### src/design/brb_pkg.sv
// shared types, constants and functions for the byte ring buffer
package brb_pkg;

    // fixed field widths
    localparam int PTR_W  = 11;
    localparam int BYTE_W = 8;
    localparam int OFS_W  = 10;
    localparam int KIND_W = 2;

    // requested capacity after reset
    localparam logic [PTR_W-1:0] CAP_RESET = 11'd1024;

    // item kinds
    typedef enum logic [KIND_W-1:0] {
        KIND_PUSH = 2'd0,
        KIND_POP  = 2'd1,
        KIND_PEEK = 2'd2,
        KIND_DROP = 2'd3
    } kind_t;

    // memory access issued for one transfer
    typedef struct packed {
        logic              wr;
        logic              rd;
        logic [PTR_W-1:0]  addr;
        logic [BYTE_W-1:0] wdata;
    } mem_req_t;

    // result fields known before the memory read returns
    typedef struct packed {
        logic             accepted;
        logic             is_read;
        logic [PTR_W-1:0] used;
        logic [PTR_W-1:0] free;
        logic             empty;
        logic             full;
    } result_t;

    // limit the request to the storage depth and round down to a power of two
    function automatic logic [PTR_W-1:0] eff_cap(input logic [PTR_W-1:0] req,
                                                 input int unsigned depth);
        logic [PTR_W-1:0] lim;
        logic [PTR_W-1:0] res;
        lim = req;
        res = '0;
        if (32'(req) > depth)
        begin
            lim = depth[PTR_W-1:0];
        end
        for (int i = 0; i < PTR_W; i++)
        begin
            if (lim[i])
            begin
                res = PTR_W'(1) << i;
            end
        end
        return res;
    endfunction

endpackage

### src/design/brb_ctrl.sv
// pointer, capacity and count logic of the byte ring buffer
module brb_ctrl #(
    parameter int DEPTH = 1024
) (
    input  logic                        clk,
    input  logic                        rst_n,
    input  logic                        cfg_wr_en,
    input  logic [brb_pkg::PTR_W-1:0]   cfg_wr_data,
    input  logic                        advance,
    input  logic [brb_pkg::KIND_W-1:0]  kind,
    input  logic [brb_pkg::BYTE_W-1:0]  data_byte,
    input  logic [brb_pkg::OFS_W-1:0]   peek_offset,
    input  logic [brb_pkg::PTR_W-1:0]   drop_count,
    output brb_pkg::mem_req_t           mem_req,
    output brb_pkg::result_t            result
);

    localparam logic [brb_pkg::PTR_W-1:0] CAP_RST =
        brb_pkg::eff_cap(brb_pkg::CAP_RESET, DEPTH);

    logic [brb_pkg::PTR_W-1:0] wp_reg, wp_next;
    logic [brb_pkg::PTR_W-1:0] rp_reg, rp_next;
    logic [brb_pkg::PTR_W-1:0] cap_reg;

    logic                      cap_on;
    logic [brb_pkg::PTR_W-1:0] mask;
    logic [brb_pkg::PTR_W-1:0] used;
    logic [brb_pkg::PTR_W-1:0] used_after;
    logic [brb_pkg::PTR_W-1:0] drop_amt;
    logic [brb_pkg::PTR_W-1:0] peek_ptr;
    logic                      push_ok, pop_ok, peek_ok;
    brb_pkg::kind_t            kind_dec;

    assign cap_on   = (cap_reg != '0);
    assign mask     = cap_on ? (cap_reg - 1'b1) : '0;
    assign used     = wp_reg - rp_reg;
    assign kind_dec = brb_pkg::kind_t'(kind);
    assign peek_ptr = rp_reg + {1'b0, peek_offset};
    assign drop_amt = (drop_count > used) ? used : drop_count;
    assign push_ok  = cap_on && (used < cap_reg);
    assign pop_ok   = cap_on && (used != '0);
    assign peek_ok  = cap_on && ({1'b0, peek_offset} < used);

    // decode the item into pointer moves and a memory access
    always_comb
    begin
        wp_next          = wp_reg;
        rp_next          = rp_reg;
        mem_req.wr       = 1'b0;
        mem_req.rd       = 1'b0;
        mem_req.addr     = rp_reg & mask;
        mem_req.wdata    = data_byte;
        result.accepted  = 1'b0;
        result.is_read   = 1'b0;
        unique case (kind_dec)
            brb_pkg::KIND_PUSH:
            begin
                mem_req.addr    = wp_reg & mask;
                mem_req.wr      = push_ok && advance;
                result.accepted = push_ok;
                if (push_ok)
                begin
                    wp_next = wp_reg + 1'b1;
                end
            end
            brb_pkg::KIND_POP:
            begin
                mem_req.rd      = pop_ok && advance;
                result.accepted = pop_ok;
                result.is_read  = pop_ok;
                if (pop_ok)
                begin
                    rp_next = rp_reg + 1'b1;
                end
            end
            brb_pkg::KIND_PEEK:
            begin
                mem_req.addr    = peek_ptr & mask;
                mem_req.rd      = peek_ok && advance;
                result.accepted = peek_ok;
                result.is_read  = peek_ok;
            end
            brb_pkg::KIND_DROP:
            begin
                result.accepted = cap_on;
                if (cap_on)
                begin
                    rp_next = rp_reg + drop_amt;
                end
            end
            default:
            begin
                result.accepted = 1'b0;
            end
        endcase

        // counts and flags after the item
        used_after   = wp_next - rp_next;
        result.used  = used_after;
        result.free  = cap_on ? (cap_reg - used_after) : '0;
        result.empty = cap_on && (used_after == '0);
        result.full  = !cap_on || (used_after == cap_reg);
    end

    // pointers and capacity; a capacity write empties the ring
    always_ff @(posedge clk or negedge rst_n)
    begin
        if (!rst_n)
        begin
            wp_reg  <= '0;
            rp_reg  <= '0;
            cap_reg <= CAP_RST;
        end
        else if (cfg_wr_en)
        begin
            wp_reg  <= '0;
            rp_reg  <= '0;
            cap_reg <= brb_pkg::eff_cap(cfg_wr_data, DEPTH);
        end
        else if (advance)
        begin
            wp_reg <= wp_next;
            rp_reg <= rp_next;
        end
    end

endmodule

### config.mk
export PLATFORM = sky130hd
export DESIGN_NAME = brb_ctrl
export DESIGN_NICKNAME = d
export VERILOG_FILES = /design/src/design/brb_pkg.sv /design/src/design/brb_ctrl.sv
export SDC_FILE = /design/constraint.sdc
export NUM_CORES = 1
export LEC_CHECK = 0
export ABC_CLOCK_PERIOD_IN_PS = 9150
export BUFFER_PORTS_ARGS = -buffer_cell sky130_fd_sc_hd__buf_2
export CORE_ASPECT_RATIO = 1.4
export CORE_MARGIN = 4
export CORE_UTILIZATION = 40
export CTS_CLUSTER_DIAMETER = 80
export DETAILED_ROUTE_END_ITERATION = 10
export GPL_TIMING_DRIVEN = 0
export PLACE_DENSITY_LB_ADDON = 0.15
export SYNTH_ARGS = -nofsm -noshare
export SYNTH_HDL_FRONTEND = slang
export SYNTH_SLANG_ARGS = --single-unit
### constraint.sdc
create_clock -name clk -period 9.15 [get_ports clk]
set_input_delay 0.4575 -clock clk [delete_from_list [all_inputs] [get_ports clk]]
set_output_delay 0.4575 -clock clk [all_outputs]
set_load 0.05 [all_outputs]
==> run_results.csv <==
group,metric,value,unit
worst_setup_path,cp_data_arrival_time,8.28,ns
die,die_y,151,µm
finish,area_delta_synth_final,19.6,%
power,combPwrFrac,74.9,%
die,core,14100,µm²
finish,fillCellCount,1414,
worst_setup_path,worstPathMaxFanout,8,
clock_network,cts_max_level,2,
routing,drtAntennaViolNets,0,
finish,num_antenna_cells,0,
synthesis,syn-mean-instance-area,7.79,µm²
timing,fin_skew,0.00190,ns
clock_network,cts_tree,"yes",
timing,min_period,8.73,ns
synthesis,ys_seq_area_share,14.2,%
finish,multi_input_area,4770,µm²
grt,grt_overflow,0,
worst_setup_path,crit_path_max_incr_delay,0.40,ns
finish,fin_nets,985,
synthesis,yosys_most_used_dff,"dfrtp_1",
timing,relSlewSlack,44.9,%
routing,routed_wl,20.4,mm
worst_setup_path,cpMaxStageDelayCell,"dfrtp_2",
synthesis,ys_top_cells_by_count,"ha_1, inv_1, nor2_1",
timing,final_hold_viol_count,0,
synthesis,synth_mux_area_share,3.14,%
place,place_hpwl,16.4,mm
clock_network,numClockSinks,33,
clock_network,clockBufferDepth,2,
power,clkPwrFrac,12.3,%
die,start_util,41.3,%
synthesis,synth_most_common_cell,"ha_1",
synthesis,synthSimpleGateAreaFrac,19.9,%
worst_setup_path,cpMostUsedCell,"ha_1",
grt,grt_max_degree,34,
routing,vias_per_cell,5.81,
grt,grt_pass1_wl,30.7,mm
synthesis,synth_top_family_by_area,"compound AO/OA/AOI/OAI gates",
die,placementRows,51,
timing,slew_violations,0,
synthesis,netlist_area,5830,µm²
power,p_leak,3.25,nW
synthesis,ys_warn_count,0,
die,die_w,110,µm
clock_network,cts_buffers,5,
timing,fin_crit_sh,95.5,%
synthesis,synth_top_cell_area_share,17.4,%
worst_setup_path,critPathKind,"flip-flop to primary output",
die,ios,93,
power,p_int,0.604,mW
routing,drc,0,
synthesis,ys_types,73,
worst_setup_path,worstPathRequired,8.69,ns
hold_path,hold_path.class,"primary input to async pin",
synthesis,synth_fp_nets,880,
place,numPortBuffers,83,
synthesis,synthArstFlopShare,100,%
routing,drt_iter0_drc,566,
power,power_density,189,nW/µm²
clock_network,cts_root_buf,"clkbuf_16",
synthesis,synth_xor_xnor_area_share,11.4,%
routing,firstDrtPassIters,6,
grt,antenna_found_initial,0,
grt,grt_usage,24.2,%
finish,seq_area,838,µm²
routing,wl_per_cell,19.6,µm
synthesis,synth_compound_area_share,23.8,%
finish,final_area,6970,µm²
synthesis,ys_ff_latch,33,
synthesis,synth-adder-area-share,20.2,%
timing,setup_viol,0,
power,p_switching,0.715,mW
synthesis,yosys-top-cells-area,"ha_1, dfrtp_1, xnor2_1",
power,ir_drop,135,µV
flow_run,max-cap-violations,0,
status,status,"finished, final reports clean",
timing,tightest_slew,0.824,ns
routing,vias,6035,
clock_network,clk_pin_slew,0.05,ns
power,sequentialPowerShare,12.7,%
clock_network,cts_hold_buf,0,
synthesis,synth_top_area_cell,"ha_1",
place,gp_congestion,0.921,
worst_setup_path,start_kind,"flip-flop",
synthesis,synth-edff-count,0,
synthesis,synth_cells,748,
timing,fmax,114,MHz
worst_setup_path,rrSetupSlack,2.92,ns
power,switching_share,54.2,%
timing,hold_ws,0.267,ns
finish,drive_above_1_share,23.7,%
worst_setup_path,crit_path_end_kind,"primary output",
grt,grt_pass1_vias,5838,
power,power.total,1.32,mW
finish,post-route-util,49.4,%
clock_network,clk_latency,0.28,ns
die,die_area,16600,µm²
place,placed_cell_area,6480,µm²
[cell families after synthesis]
| kind of cell | Yosys count |
|---|---|
| buffers and inverters | 103 |
| XOR/XNOR | 75 |
| flip-flops | 33 |
| AO/OA/AOI/OAI | 201 |
| adder cells (fa/ha/maj) | 92 |
| AND/OR/NAND/NOR | 227 |
| multiplexers | 17 |
[worst paths after layout]
path | from | to | cells after the start
min in group clk | cfg_wr_data[9] | cap_reg[8] | 2
setup / recovery | rp_reg[5] | result[12] | 37
setup reg to reg | rp_reg[5] | rp_reg[10] | 28
max in group asynchronous | rst_n | wp_reg[0] | 1
hold reg to reg | wp_reg[0] | wp_reg[0] | 2
hold / removal | rst_n | cap_reg[8] | 1
[cell type report]
class | instances | share of cell area, %
clock inverter | 3 | 0.251
multi-input combinational | 612 | 68.4
timing repair buffer | 99 | 7.77
tap | 185 | 3.32
inverter | 71 | 3.82
sequential | 33 | 12.0
buffer | 31 | 2.58
clock buffer | 5 | 1.79
[critical path: cells and delay by family (launching register included)]
kind | cells | cell delay, ns
multiplexers | 2 | 0.62
AO/OA/AOI/OAI | 12 | 2.07
buffers and inverters | 7 | 0.97
flip-flops | 1 | 0.40
adder cells (fa/ha/maj) | 9 | 2.61
AND/OR/NAND/NOR | 3 | 0.58
XOR/XNOR | 4 | 0.76
[per-stage QoR]
step	setup WS (ns)	setup TNS, ns	instances
final	0.415	0	1039
after global routing	-0.0159	-0.0159	1039
after CTS	0.00839	0	1034
after detailed placement	-0.977	-1.84	1016
after global placement	-0.849	-1.31	1016
after floorplan	0.0257	0	748
[timing repair]
action | 4_1_cts | 5_1_grt
pin swaps | 8 | 14
buffers inserted | 11 | 5
resized for setup | 27 | 37
endpoints found under the setup margin | 7 | 3
[metal layers]
| metal | global-route usage (%) | share of wire, % | vias to the layer above |
|---|---|---|---|
| met5 | 0 | 0 | - |
| met4 | 9.48 | 3.7 | 0 |
| met3 | 3.84 | 6.0 | 54 |
| met2 | 43.7 | 51 | 209 |
| met1 | 28.0 | 39 | 2879 |
| li1 | - | - | 2893 |
[power groups by stage]
stage	Sequential (mW)	Combinational [mW]	Clock (mW)
4_1_cts	0.167	0.941	0.164
5_1_grt	0.168	1.07	0.171
3_3_place_gp	0.172	0.891	0
3_5_place_dp	0.172	0.905	0
2_1_floorplan	0.163	0.694	0
6_report	0.168	0.988	0.163
[placed cells by master, fill, tap and decap left out, drive strengths merged, types with 6 or more instances in the layout]
cell / synthesis / routed
xnor2: 48 / 48
dfrtp: 32 / 32
nand4: 11 / 11
clkbuf: 20 / 24
nor2b: 12 / 12
o21a: 10 / 10
mux2i: 7 / 7
nor2: 57 / 57
nor3: 25 / 25
xor2: 27 / 27
nand3: 24 / 24
inv: 71 / 71
o21ai: 42 / 42
mux2: 10 / 10
o21bai: 7 / 7
nand2: 52 / 52
a21oi: 45 / 45
maj3: 6 / 6
ha: 81 / 81
a211oi: 15 / 15
o211ai: 12 / 12
buf: 12 / 111
or3: 9 / 9
nand2b: 6 / 6
a22o: 9 / 9
nand3b: 7 / 7
a21o: 18 / 18
Note: power is estimated with default switching activity, not from simulation.
